==> config.mk <==
export PLATFORM = sky130hd
export DESIGN_NAME = countdown_timer_mmss_controller
export DESIGN_NICKNAME = d
export VERILOG_FILES = /design/src/ctm_pkg.sv /design/src/ctm_debounce.sv /design/src/ctm_display.sv /design/src/countdown_timer_mmss_controller.sv
export SDC_FILE = /design/constraint.sdc
export NUM_CORES = 1
export LEC_CHECK = 0
export BUFFER_PORTS_ARGS = -buffer_cell sky130_fd_sc_hd__buf_2
export CAP_MARGIN = 20
export CORE_MARGIN = 2
export CORE_UTILIZATION = 67
export DETAILED_ROUTE_END_ITERATION = 6
export PLACE_DENSITY = 0.93
export SYNTH_ARGS = -nofsm -noshare
export SYNTH_HDL_FRONTEND = slang
export SYNTH_SLANG_ARGS = --single-unit
==> constraint.sdc <==
create_clock -name i_clk -period 9.2 [get_ports i_clk]
set_input_delay 0.92 -clock i_clk [delete_from_list [all_inputs] [get_ports i_clk]]
set_output_delay 0.92 -clock i_clk [all_outputs]
set_load 0.01 [all_outputs]
==> src/ctm_pkg.sv <==
// shared types, codes and digit helpers of the countdown timer
// no dependencies
`default_nettype none

package ctm_pkg;

    typedef enum logic [2:0] {
        MODE_IDLE   = 3'd0,
        MODE_SETSEC = 3'd1,
        MODE_SETMIN = 3'd2,
        MODE_RUN    = 3'd3,
        MODE_PAUSE  = 3'd4,
        MODE_ALARM  = 3'd5
    } t_mode;

    localparam logic [2:0] OP_DISPLAY = 3'd0;
    localparam logic [2:0] OP_SECOND  = 3'd1;
    localparam logic [2:0] OP_FAST    = 3'd2;
    localparam logic [2:0] OP_EDGE0   = 3'd3;
    localparam logic [2:0] OP_EDGE1   = 3'd4;

    localparam logic [2:0] CFG_PRESET_MIN = 3'd0;
    localparam logic [2:0] CFG_PRESET_SEC = 3'd1;
    localparam logic [2:0] CFG_BLINK      = 3'd2;
    localparam logic [2:0] CFG_DEBOUNCE   = 3'd3;
    localparam logic [2:0] CFG_BUZZER     = 3'd4;

    localparam logic [5:0]  PRESET_RESET   = 6'd59;
    localparam logic [9:0]  BLINK_RESET    = 10'd20;
    localparam logic [7:0]  DEBOUNCE_RESET = 8'd20;
    localparam logic [15:0] BUZZER_RESET   = 16'd500;
    localparam logic [5:0]  SEC_MAX        = 6'd59;
    localparam logic [6:0]  SEC_WRAP       = 7'd60;

    // decoded event of one item
    typedef struct packed {
        logic disp;
        logic sec;
        logic fast;
        logic edge0;
        logic edge1;
    } t_event;

    // tens digit of a 6-bit value (0..63)
    function automatic logic [3:0] tens_of(input logic [5:0] v);
        logic [3:0] t;
        if (v >= 6'd60)      t = 4'd6;
        else if (v >= 6'd50) t = 4'd5;
        else if (v >= 6'd40) t = 4'd4;
        else if (v >= 6'd30) t = 4'd3;
        else if (v >= 6'd20) t = 4'd2;
        else if (v >= 6'd10) t = 4'd1;
        else                 t = 4'd0;
        return t;
    endfunction

    function automatic logic [3:0] units_of(input logic [5:0] v);
        logic [6:0] tens10;
        logic [6:0] diff;
        tens10 = 7'(tens_of(v)) * 7'd10;
        diff   = {1'b0, v} - tens10;
        return diff[3:0];
    endfunction

    // seven-segment pattern, bit0 a .. bit6 g
    function automatic logic [6:0] seg_of(input logic [3:0] d);
        logic [6:0] s;
        unique case (d)
            4'd0:    s = 7'h3F;
            4'd1:    s = 7'h06;
            4'd2:    s = 7'h5B;
            4'd3:    s = 7'h4F;
            4'd4:    s = 7'h66;
            4'd5:    s = 7'h6D;
            4'd6:    s = 7'h7D;
            4'd7:    s = 7'h07;
            4'd8:    s = 7'h7F;
            4'd9:    s = 7'h6F;
            default: s = 7'h3F;
        endcase
        return s;
    endfunction

endpackage

`default_nettype wire

==> src/ctm_debounce.sv <==
// one button debounce: pending flag and fast-tick counter
// depends on ctm_pkg
`default_nettype none

module ctm_debounce
    import ctm_pkg::*;
(
    input  wire logic       i_clk,
    input  wire logic       i_rst_n,
    input  wire logic       i_adv,
    input  wire logic       i_fast,
    input  wire logic       i_edge,
    input  wire logic       i_level,
    input  wire logic [7:0] i_limit,
    output logic            o_hit
);

    logic       r_pend, n_pend;
    logic [7:0] r_count, n_count;
    logic [8:0] inc;

    always_comb begin
        n_pend  = r_pend;
        n_count = r_count;
        o_hit   = 1'b0;
        inc     = {1'b0, r_count} + 9'd1;
        if (i_edge) begin
            n_pend = 1'b1;
        end
        if (i_fast && r_pend) begin
            if (inc >= {1'b0, i_limit}) begin
                o_hit   = !i_level;
                n_pend  = 1'b0;
                n_count = 8'd0;
            end else begin
                n_count = inc[7:0];
            end
        end
    end

    always_ff @(posedge i_clk) begin
        if (!i_rst_n) begin
            r_pend  <= 1'b0;
            r_count <= 8'd0;
        end else if (i_adv) begin
            r_pend  <= n_pend;
            r_count <= n_count;
        end
    end

endmodule

`default_nettype wire

==> src/ctm_display.sv <==
// digit scan, blink phase and segment / enable latches
// depends on ctm_pkg
`default_nettype none

module ctm_display
    import ctm_pkg::*;
(
    input  wire logic       i_clk,
    input  wire logic       i_rst_n,
    input  wire logic       i_adv,
    input  wire logic       i_disp,
    input  wire t_mode      i_mode,
    input  wire logic [5:0] i_min,
    input  wire logic [5:0] i_sec,
    input  wire logic [9:0] i_blink_ticks,
    output logic      [6:0] o_seg,
    output logic      [3:0] o_en
);

    logic [1:0]  r_scan, n_scan;
    logic        r_phase, n_phase;
    logic [9:0]  r_count, n_count;
    logic [6:0]  r_seg, n_seg;
    logic [3:0]  r_en, n_en;
    logic        show_min, show_sec, show;
    logic [5:0]  value;
    logic [3:0]  digit;
    logic [10:0] inc;

    always_comb begin
        show_min = !((i_mode == MODE_SETMIN) && !r_phase);
        show_sec = !((i_mode == MODE_SETSEC) && !r_phase);
        show     = r_scan[1] ? show_sec : show_min;
        value    = r_scan[1] ? i_sec : i_min;
        digit    = r_scan[0] ? units_of(value) : tens_of(value);
        inc      = {1'b0, r_count} + 11'd1;

        n_scan  = r_scan;
        n_phase = r_phase;
        n_count = r_count;
        n_seg   = r_seg;
        n_en    = r_en;
        if (i_disp) begin
            n_en = 4'd0;
            if (show) begin
                n_seg = seg_of(digit);
                n_en  = 4'd1 << r_scan;
            end
            n_scan = r_scan + 2'd1;
            if (inc >= {1'b0, i_blink_ticks}) begin
                n_phase = !r_phase;
                n_count = 10'd0;
            end else begin
                n_count = inc[9:0];
            end
        end
    end

    always_ff @(posedge i_clk) begin
        if (!i_rst_n) begin
            r_scan  <= 2'd0;
            r_phase <= 1'b0;
            r_count <= 10'd0;
            r_seg   <= 7'd0;
            r_en    <= 4'd0;
        end else if (i_adv) begin
            r_scan  <= n_scan;
            r_phase <= n_phase;
            r_count <= n_count;
            r_seg   <= n_seg;
            r_en    <= n_en;
        end
    end

    assign o_seg = r_seg;
    assign o_en  = r_en;

endmodule

`default_nettype wire

==> src/countdown_timer_mmss_controller.sv <==
// minutes:seconds countdown timer, top level
// depends on ctm_pkg, ctm_debounce and ctm_display
//
// usage
//   input channel : i_in_valid / o_in_stall carry one event item (i_op plus the two
//                   raw button levels); an item is taken when valid is high and
//                   stall is low
//   output channel: o_out_valid / i_out_stall carry one result item per event: the
//                   segment and digit-enable latches, buzzer, mode and time left
//   config port   : i_cfg_valid / o_cfg_ready with register index and data;
//                   always ready; the user must write only while no item is in
//                   flight, the block itself does not enforce it
//   path          : input register, then the state update forming the result
//   throughput    : one item per cycle when not stalled (single state update pass)
//   stall         : a stalled result holds all state; the input register keeps
//                   taking one item and then stalls the sender too
//   reset         : synchronous, active low; idle mode, 59:59 presets, all
//                   counters, latches and the pipeline valids cleared
`default_nettype none

module countdown_timer_mmss_controller
    import ctm_pkg::*;
(
    input  wire logic        i_clk,
    input  wire logic        i_rst_n,
    // event items
    input  wire logic        i_in_valid,
    output logic             o_in_stall,
    input  wire logic [2:0]  i_op,
    input  wire logic        i_button0_level,
    input  wire logic        i_button1_level,
    // result items
    output logic             o_out_valid,
    input  wire logic        i_out_stall,
    output logic      [6:0]  o_segments,
    output logic      [3:0]  o_digit_enable,
    output logic             o_buzzer,
    output logic      [2:0]  o_mode,
    output logic      [5:0]  o_minutes_left,
    output logic      [5:0]  o_seconds_left,
    // configuration writes
    input  wire logic        i_cfg_valid,
    output logic             o_cfg_ready,
    input  wire logic [2:0]  i_cfg_index,
    input  wire logic [15:0] i_cfg_data
);

    // configuration registers
    logic [5:0]  r_preset_min, r_preset_sec;
    logic [9:0]  r_blink_ticks;
    logic [7:0]  r_debounce_ticks;
    logic [15:0] r_buzzer_half;

    // input register
    logic        r_in_valid;
    logic [2:0]  r_op;
    logic        r_lvl0, r_lvl1;

    // output valid and timer state, which doubles as the result register
    logic        r_out_valid;
    t_mode       r_mode, n_mode;
    logic [5:0]  r_min, n_min, r_sec, n_sec;
    logic        r_buzz, n_buzz;
    logic [15:0] r_buzz_count, n_buzz_count;

    logic        adv;
    t_event      ev;
    logic        hit0, hit1;
    logic [16:0] buzz_inc;

    // result slot free or being emptied this cycle
    assign adv        = r_in_valid && (!r_out_valid || !i_out_stall);
    assign o_in_stall = r_in_valid && !adv;
    assign o_cfg_ready = 1'b1;

    always_ff @(posedge i_clk) begin
        if (!i_rst_n) begin
            r_preset_min     <= PRESET_RESET;
            r_preset_sec     <= PRESET_RESET;
            r_blink_ticks    <= BLINK_RESET;
            r_debounce_ticks <= DEBOUNCE_RESET;
            r_buzzer_half    <= BUZZER_RESET;
        end else if (i_cfg_valid) begin
            unique case (i_cfg_index)
                CFG_PRESET_MIN: r_preset_min     <= i_cfg_data[5:0];
                CFG_PRESET_SEC: r_preset_sec     <= i_cfg_data[5:0];
                CFG_BLINK:      r_blink_ticks    <= i_cfg_data[9:0];
                CFG_DEBOUNCE:   r_debounce_ticks <= i_cfg_data[7:0];
                CFG_BUZZER:     r_buzzer_half    <= i_cfg_data;
                default: ;  // unused indexes are ignored
            endcase
        end
    end

    // input register takes an item whenever it is empty or moving on
    always_ff @(posedge i_clk) begin
        if (!i_rst_n) begin
            r_in_valid <= 1'b0;
        end else if (!r_in_valid || adv) begin
            r_in_valid <= i_in_valid;
        end
    end

    always_ff @(posedge i_clk) begin
        if (!r_in_valid || adv) begin
            r_op   <= i_op;
            r_lvl0 <= i_button0_level;
            r_lvl1 <= i_button1_level;
        end
    end

    // event decode, unknown codes give no event
    always_comb begin
        ev = '0;
        unique case (r_op)
            OP_DISPLAY: ev.disp  = 1'b1;
            OP_SECOND:  ev.sec   = 1'b1;
            OP_FAST:    ev.fast  = 1'b1;
            OP_EDGE0:   ev.edge0 = 1'b1;
            OP_EDGE1:   ev.edge1 = 1'b1;
            default: ;
        endcase
    end

    ctm_debounce u_deb0 (
        .i_clk   (i_clk),
        .i_rst_n (i_rst_n),
        .i_adv   (adv),
        .i_fast  (ev.fast),
        .i_edge  (ev.edge0),
        .i_level (r_lvl0),
        .i_limit (r_debounce_ticks),
        .o_hit   (hit0)
    );

    ctm_debounce u_deb1 (
        .i_clk   (i_clk),
        .i_rst_n (i_rst_n),
        .i_adv   (adv),
        .i_fast  (ev.fast),
        .i_edge  (ev.edge1),
        .i_level (r_lvl1),
        .i_limit (r_debounce_ticks),
        .o_hit   (hit1)
    );

    ctm_display u_disp (
        .i_clk         (i_clk),
        .i_rst_n       (i_rst_n),
        .i_adv         (adv),
        .i_disp        (ev.disp),
        .i_mode        (r_mode),
        .i_min         (r_min),
        .i_sec         (r_sec),
        .i_blink_ticks (r_blink_ticks),
        .o_seg         (o_segments),
        .o_en          (o_digit_enable)
    );

    // (v + 1) mod 60 for any 6-bit v
    function automatic logic [5:0] inc_wrap(input logic [5:0] v);
        logic [6:0] s;
        s = {1'b0, v} + 7'd1;
        if (s >= SEC_WRAP) s = s - SEC_WRAP;
        return s[5:0];
    endfunction

    // timer, buzzer and button actions; button 0 acts before button 1
    always_comb begin
        n_mode       = r_mode;
        n_min        = r_min;
        n_sec        = r_sec;
        n_buzz       = r_buzz;
        n_buzz_count = r_buzz_count;
        buzz_inc     = {1'b0, r_buzz_count} + 17'd1;

        if (ev.sec && (r_mode == MODE_RUN)) begin
            if (r_sec != 6'd0) begin
                n_sec = r_sec - 6'd1;
            end else if (r_min != 6'd0) begin
                n_min = r_min - 6'd1;
                n_sec = SEC_MAX;
            end else begin
                n_mode = MODE_ALARM;
            end
        end

        if (ev.fast) begin
            if (r_mode == MODE_ALARM) begin
                if (buzz_inc >= {1'b0, r_buzzer_half}) begin
                    n_buzz       = !r_buzz;
                    n_buzz_count = 16'd0;
                end else begin
                    n_buzz_count = buzz_inc[15:0];
                end
            end else begin
                n_buzz       = 1'b0;
                n_buzz_count = 16'd0;
            end
        end

        if (hit0) begin
            unique case (n_mode)
                MODE_IDLE:   n_mode = MODE_RUN;
                MODE_SETSEC: n_sec  = inc_wrap(n_sec);
                MODE_SETMIN: n_min  = inc_wrap(n_min);
                MODE_RUN:    n_mode = MODE_PAUSE;
                MODE_PAUSE:  n_mode = MODE_RUN;
                MODE_ALARM: begin
                    n_mode = MODE_IDLE;
                    n_min  = r_preset_min;
                    n_sec  = r_preset_sec;
                end
                default: ;
            endcase
        end

        if (hit1) begin
            unique case (n_mode)
                MODE_IDLE:   n_mode = MODE_SETSEC;
                MODE_SETSEC: n_mode = MODE_SETMIN;
                MODE_SETMIN: n_mode = MODE_IDLE;
                MODE_ALARM: begin
                    n_mode = MODE_IDLE;
                    n_min  = r_preset_min;
                    n_sec  = r_preset_sec;
                end
                default: ;  // running and paused ignore button 1
            endcase
        end
    end

    always_ff @(posedge i_clk) begin
        if (!i_rst_n) begin
            r_mode       <= MODE_IDLE;
            r_min        <= PRESET_RESET;
            r_sec        <= PRESET_RESET;
            r_buzz       <= 1'b0;
            r_buzz_count <= 16'd0;
        end else if (adv) begin
            r_mode       <= n_mode;
            r_min        <= n_min;
            r_sec        <= n_sec;
            r_buzz       <= n_buzz;
            r_buzz_count <= n_buzz_count;
        end
    end

    // result valid follows each state update until taken
    always_ff @(posedge i_clk) begin
        if (!i_rst_n) begin
            r_out_valid <= 1'b0;
        end else if (adv) begin
            r_out_valid <= 1'b1;
        end else if (!i_out_stall) begin
            r_out_valid <= 1'b0;
        end
    end

    assign o_out_valid    = r_out_valid;
    assign o_buzzer       = r_buzz;
    assign o_mode         = r_mode;
    assign o_minutes_left = r_min;
    assign o_seconds_left = r_sec;

endmodule

`default_nettype wire

==> flow_summary.json, run 1 <==
{
  "outcome": "finished with violations",
  "violations": "DRC",
  "utilization": 0.7637,
  "hp-start": "r_buzzer_half[10]$_SDFFE_PN0P_",
  "die_h_um": 118.1,
  "use_met3": 0.07025,
  "synth_nets": 1223,
  "ioPinCount": 59,
  "viasPerCell": 6.548,
  "nets": 1245,
  "fin_tns_setup_ns": 0,
  "postCtsSetupBuffers": 0,
  "synth_edf_count": 5,
  "hp-class": "reg -> reg",
  "synth_flop_cell": "dfxtp_1",
  "antenna_left": 0,
  "cts_resized": 0,
  "route.vias.total": 8742,
  "regToRegSetupSlack_ns": 4.58,
  "cap_violations": 0,
  "cts_max_path_buffers": 2,
  "firstDrtPassIters": 7,
  "worstSetupStartpointType": "flop",
  "grt_pass1_vias": 8235,
  "r2r-end": "r_buzz_count[7]$_SDFFE_PN0P_",
  "crit_fanout": 12,
  "path_class": "reg -> reg",
  "grt_pass1_wl_mm": 39.11,
  "worst_setup_path_end_kind": "flop",
  "period_needed_ns": 4.623,
  "maxSlewViolCount": 0,
  "synth_seq_area_share": 0.2973,
  "cts_sinks": 127,
  "dieArea_um2": 13950,
  "ys_warn_count": 0,
  "ff2ff_path_depth": 16,
  "synthArstFlopShare": 0,
  "fillCellCount": 845,
  "gr-usage-met1": 0.4283,
  "p_per_area_nw_per_um2": 151.8,
  "track_usage": 0.3404,
  "first_iter_violations": 946,
  "hpwlAfterDp_mm": 15.96,
  "diodes": 0,
  "met2_usage": 0.5564,
  "cts_tree": "yes",
  "fin_skew_ns": 0.007849,
  "grt_max_degree": 73,
  "synth_cells": 1128,
  "setup.worst_path.start": "r_buzz_count[2]$_SDFFE_PN0P_",
  "numCtsBuffers": 17,
  "min_to": "r_buzzer_half[10]$_SDFFE_PN0P_",
  "gr-total-overflow": 0,
  "worst_pin_slew_ns": 1.050,
  "yosysUniqueCellTypes": 86,
  "power.leakage_nw": 3.986,
  "slew_headroom": 0.3000,
  "post_drt_wl_per_cell_um": 17.93,
  "hold_viol_final": 0,
  "clock_latency_ns": 0.43,
  "row_count": 41,
  "whs_ns": 0.4541,
  "clkSlewWorstSetupHoldPaths_ns": 0.06,
  "setup_viol": 0,
  "top_usage_layer": "met2",
  "portBuffers": 57,
  "gp_congestion": 0.9767,
  "root_buffer": "clkbuf_16",
  "whs_path_depth": 2,
  "required_ns": 9.54,
  "layout_common_cells": "163 x nand2_1, 122 x dfxtp_1, 103 x a21oi_1, 77 x nor2_1, 65 x ha_1",
  "area_delta_synth_final_pct": 10.96,
  "grt_setup_unrepaired": "false",
  "wl_mm": 23.94,
  "remaining_drc_errors": 3,
  "worstReg2RegStart": "r_buzz_count[2]$_SDFFE_PN0P_",
  "max_freq_mhz": 216.3,
  "hold_buffers": 0,
  "core_um2": 12670,
  "drive_gt1_frac": 0.1135,
  "cts-htree-levels": 4,
  "worstPathArrival_ns": 4.97,
  "layout_commonest_cell": "nand2_1",
  "die_width_um": 118.1,
  "synth_seq_cells": 127,
  "min_period_over_period": 0.5025,
  "syn_area_per_cell_um2": 7.731,
  "antenna_found_initial": 0,
  "netlist_area_um2": 8721,
  "ir_drop_mv": 0.1272,
  "initial_utilization": 0.6883
}
-- metrics by stage --
stage / power (W) / cells / worst slack (ns) / area [um^2]
6_report: 0.001469 / 1335 / 4.577 / 9677
5_1_grt: 0.001505 / 1335 / 4.281 / 9677
4_1_cts: 0.001462 / 1334 / 4.717 / 9669
3_5_place_dp: 0.0007263 / 1302 / 4.898 / 9016
3_3_place_gp: 0.0007223 / 1302 / 5.117 / 9016
2_1_floorplan: 0.0006882 / 1128 / 5.401 / 8721
-- cells by family (layout without fill, tap and decap cells) --
group / count (synthesis) / in the layout / synth area share
simple gates: 458 / 458 / 0.2631
compound gates: 295 / 295 / 0.2174
flops: 127 / 127 / 0.2973
buf+inv: 111 / 146 / 0.05050
fa+ha+maj: 67 / 67 / 0.09670
xor+xnor: 44 / 44 / 0.04419
mux: 25 / 25 / 0.03042
other cells: 1 / 1 / 0.0004300
-- cell type report --
| cell class | instances | area [um^2] | share of cell area |
|---|---|---|---|
| multi-input cells | 890 | 5694 | 0.5884 |
| inverters | 51 | 191.4 | 0.01978 |
| clock inverters | 8 | 150.1 | 0.01552 |
| clock buffers | 24 | 503.0 | 0.05198 |
| flip-flops and latches | 127 | 2592 | 0.2679 |
| well taps | 172 | 215.2 | 0.02224 |
| repair buffers | 63 | 330.3 | 0.03414 |
-- critical path, stage by stage, from the launching register on --
cell     delay (ns)
dfxtp_1        0.42
nand3_1        0.19
or2_2          0.40
nor2_1         0.24
and3_1         0.27
and3_1         0.28
nand3_1        0.17
xnor2_1        0.29
ha_1           0.32
o21a_1         0.19
o21ai_0        0.20
or3_1          0.15
a21oi_1        0.04
nor3_1         0.77
buf_4          0.31
o21ai_0        0.11
a21oi_1        0.18
-- registers in the layout, indices dropped and copies added (netlist names), 3 cells and up --
name              flops
o_minutes_left        6
o_mode                3
o_seconds_left        6
r_blink_ticks        10
r_buzz_count         16
r_buzzer_half        16
r_debounce_ticks      8
r_op                  3
r_preset_min          6
r_preset_sec          6
u_deb0.r_count        8
u_deb1.r_count        8
u_disp.o_en           4
u_disp.o_seg          7
u_disp.r_count       10
-- cells in the mapped netlist (all sizes together) (10+ instances only) --
| cell type | number | area share |
|---|---|---|
| nor4 | 10 | 0.0096 |
| xor2 | 21 | 0.021 |
| or3 | 12 | 0.0092 |
| nand2 | 164 | 0.071 |
| ha | 65 | 0.093 |
| mux2i | 16 | 0.018 |
| nor3 | 29 | 0.018 |
| dfxtp | 122 | 0.28 |
| clkbuf | 51 | 0.022 |
| nand3 | 48 | 0.028 |
| and2 | 16 | 0.012 |
| a21o | 14 | 0.012 |
| inv | 51 | 0.022 |
| nand4 | 12 | 0.0086 |
| nand2b | 11 | 0.0079 |
| nor2 | 79 | 0.035 |
| o21ai | 65 | 0.037 |
| a21oi | 104 | 0.060 |
| a31oi | 13 | 0.0093 |
| and3 | 13 | 0.0093 |
| nor2b | 18 | 0.013 |
| o211ai | 23 | 0.020 |
| xnor2 | 23 | 0.023 |
-- report_power, final --
group	switching, W	internal (W)	leakage [nW]
Clock	0.000256	0.000492	0.316
Combinational	0.0000854	0.0000515	2.63
Sequential	0.0000176	0.000567	1.04
-- per-layer routing --
metal | wire length (um) | up-vias
met5 | 0 | -
met2 | 11180 | 496
met4 | 930 | 0
met3 | 2204 | 106
met1 | 9625 | 4055
li1 | - | 4085
-- worst max-delay path by stage --
| stage | end | cells past startpoint | slack [ns] |
|---|---|---|---|
| after floorplan | o_minutes_left[3]$_SDFFE_PN1P_ | 18 | 5.40 |
| after global placement | o_buzzer$_SDFFE_PN0P_ | 17 | 5.12 |
| after detailed placement | r_buzz_count[5]$_SDFFE_PN0P_ | 17 | 4.90 |
| after CTS | r_buzz_count[7]$_SDFFE_PN0P_ | 16 | 4.72 |
| after global routing | o_buzzer$_SDFFE_PN0P_ | 16 | 4.28 |
| final | r_buzz_count[7]$_SDFFE_PN0P_ | 16 | 4.58 |
(Power assumes the default switching activity.)
==> run 2: changes to the inputs <==
--- a/config.mk
+++ b/config.mk
@@ -8,9 +8,9 @@
 export BUFFER_PORTS_ARGS = -buffer_cell sky130_fd_sc_hd__buf_2
 export CAP_MARGIN = 20
 export CORE_MARGIN = 2
-export CORE_UTILIZATION = 67
+export CORE_UTILIZATION = 62
 export DETAILED_ROUTE_END_ITERATION = 6
-export PLACE_DENSITY = 0.93
+export PLACE_DENSITY = 0.87
 export SYNTH_ARGS = -nofsm -noshare
 export SYNTH_HDL_FRONTEND = slang
 export SYNTH_SLANG_ARGS = --single-unit
==> constraint.sdc (replaced) <==
create_clock -name i_clk -period 4.8 [get_ports i_clk]
set_input_delay 0.48 -clock i_clk [delete_from_list [all_inputs] [get_ports i_clk]]
set_output_delay 0.48 -clock i_clk [all_outputs]
set_load 0.01 [all_outputs]
==> run 2 against run 1 <==
The flow now finishes without violations. Utilization is 6.5 points lower. Largest power group unchanged. Combinational power is 97% higher. First-iteration DRC count is 24% lower.
==> flow_summary.json, run 2 (synthesized netlist as in run 1, its figures left out) <==
{
  "required_ns": 5.14,
  "pre_cts_slack_ns": 0.6458,
  "hold_viol_final": 0,
  "viasPerCell": 6.332,
  "fin_tns_setup_ns": 0,
  "nets": 1251,
  "fin_skew_ns": 0.01622,
  "drive_gt1_frac": 0.1180,
  "first_iter_violations": 723,
  "diodes": 0,
  "ioPinCount": 59,
  "setup_viol": 0,
  "layout_commonest_cell": "nand2_1",
  "path_class": "reg -> reg",
  "cts_sinks": 127,
  "hp-start": "i_op[0]",
  "gr-total-overflow": 0,
  "fillCellCount": 1059,
  "die_h_um": 122.6,
  "antenna_found_initial": 0,
  "root_buffer": "clkbuf_16",
  "gp_congestion": 0.9845,
  "core_um2": 13830,
  "reg_top3": "r_buzz_count: 16 flops, r_buzzer_half: 16 flops",
  "worst_setup_path_end_kind": "flop",
  "firstDrtPassIters": 6,
  "track_usage": 0.3119,
  "grt_max_degree": 73,
  "clkSlewWorstSetupHoldPaths_ns": 0.06,
  "portBuffers": 57,
  "cts-htree-levels": 4,
  "worstPathArrival_ns": 4.60,
  "slew_headroom": 0.3699,
  "setup_ws_ns": 0.5387,
  "grt_setup_unrepaired": "false",
  "maxSlewViolCount": 0,
  "postCtsSetupBuffers": 0,
  "cts_resized": 0,
  "setup.worst_path.start": "r_buzz_count[0]$_SDFFE_PN0P_",
  "route.vias.total": 8542,
  "die_width_um": 122.6,
  "cap_violations": 0,
  "row_count": 43,
  "cts_max_path_buffers": 2,
  "initial_utilization": 0.6307,
  "max_freq_mhz": 234.7,
  "hpwlAfterDp_mm": 15.97,
  "crit_fanout": 14,
  "p_per_area_nw_per_um2": 276.0,
  "post_drt_wl_per_cell_um": 17.02,
  "numCtsBuffers": 17,
  "min_period_over_period": 0.8878,
  "power.leakage_nw": 3.979,
  "antenna_left": 0,
  "period_needed_ns": 4.261,
  "grt_pass1_wl_mm": 37.43,
  "worstReg2RegStart": "r_buzz_count[0]$_SDFFE_PN0P_",
  "outcome": "complete, no violations",
  "hp-class": "in -> reg",
  "remaining_drc_errors": 0,
  "grt_pass1_vias": 7979,
  "worstSetupStartpointType": "flop",
  "worst_pin_slew_ns": 0.9417,
  "hold_buffers": 0,
  "whs_ns": 0.2280,
  "clock_latency_ns": 0.43,
  "dieArea_um2": 15030,
  "wl_mm": 22.96,
  "area_delta_synth_final_pct": 10.75,
  "layout_common_cells": "163 x nand2_1, 122 x dfxtp_1, 103 x a21oi_1, 77 x nor2_1, 65 x ha_1",
  "cts_tree": "yes",
  "ir_drop_mv": 0.2005
}
## run 2: critical path, stage by stage (launching register included)
cell and delay, ns:
dfxtp_1 0.41, ha_1 0.24, nand3_1 0.16, or2_1 0.34, nor2_1 0.22, and3_1 0.26
nand3_1 0.20, nor2_1 0.18, xor2_1 0.22, ha_1 0.29, o21a_1 0.11, o21ai_0 0.20
or3_1 0.15, a21oi_1 0.04, nor3_1 0.56, buf_4 0.31, o21ai_0 0.13, a21oi_1 0.16
## run 2: final timing paths
kind,endpoint,slack (ns),cells past startpoint
min reg2reg,r_buzzer_half[10]$_SDFFE_PN0P_,0.45,2
min,r_op[0]$_DFFE_PN_,0.23,1
max,r_buzz_count[3]$_SDFFE_PN0P_,0.54,17
max reg2reg,r_buzz_count[3]$_SDFFE_PN0P_,0.54,17
## run 2: area by class of cell
class                      count  area (um^2)  share of cell area
inverter                      51        191.4             0.01982
timing repair buffer          69        375.4             0.03887
clock inverter                10        111.4             0.01153
multi-input combinational    890         5688              0.5889
sequential                   127         2592              0.2684
tap                          180        225.2             0.02332
clock buffer                  22        474.2             0.04910
## run 2: where the power goes
part	switching (W)	leakage, nW	total (W)	internal, W
logic	0.000168	2.66	0.000270	0.000102
registers	0.0000291	1.04	0.00111	0.00109
clock network	0.000479	0.282	0.00128	0.000801
total	0.000676	3.98	0.00267	0.00199
## run 2: per-stage QoR
| stage | instances | power [W] | cell area [um^2] | utilization |
|---|---|---|---|---|
| 6_report | 1349 | 0.002665 | 9658 | 0.6985 |
| 4_1_cts | 1349 | 0.002664 | 9658 | 0.6985 |
| 2_1_floorplan | 1128 | 0.001319 | 8721 | - |
| 5_1_grt | 1349 | 0.002752 | 9658 | 0.6985 |
| 3_3_place_gp | 1317 | 0.001387 | 9072 | 0.6561 |
| 3_5_place_dp | 1317 | 0.001397 | 9072 | 0.6561 |
## run 2: layer usage
| metal | share of wire | GRT usage | up-vias |
|---|---|---|---|
| li1 | - | - | 4096 |
| met1 | 0.41 | 0.3846 | 3967 |
| met2 | 0.47 | 0.5271 | 396 |
| met3 | 0.088 | 0.08225 | 83 |
| met4 | 0.027 | 0.1063 | 0 |
| met5 | 0 | 0 | - |
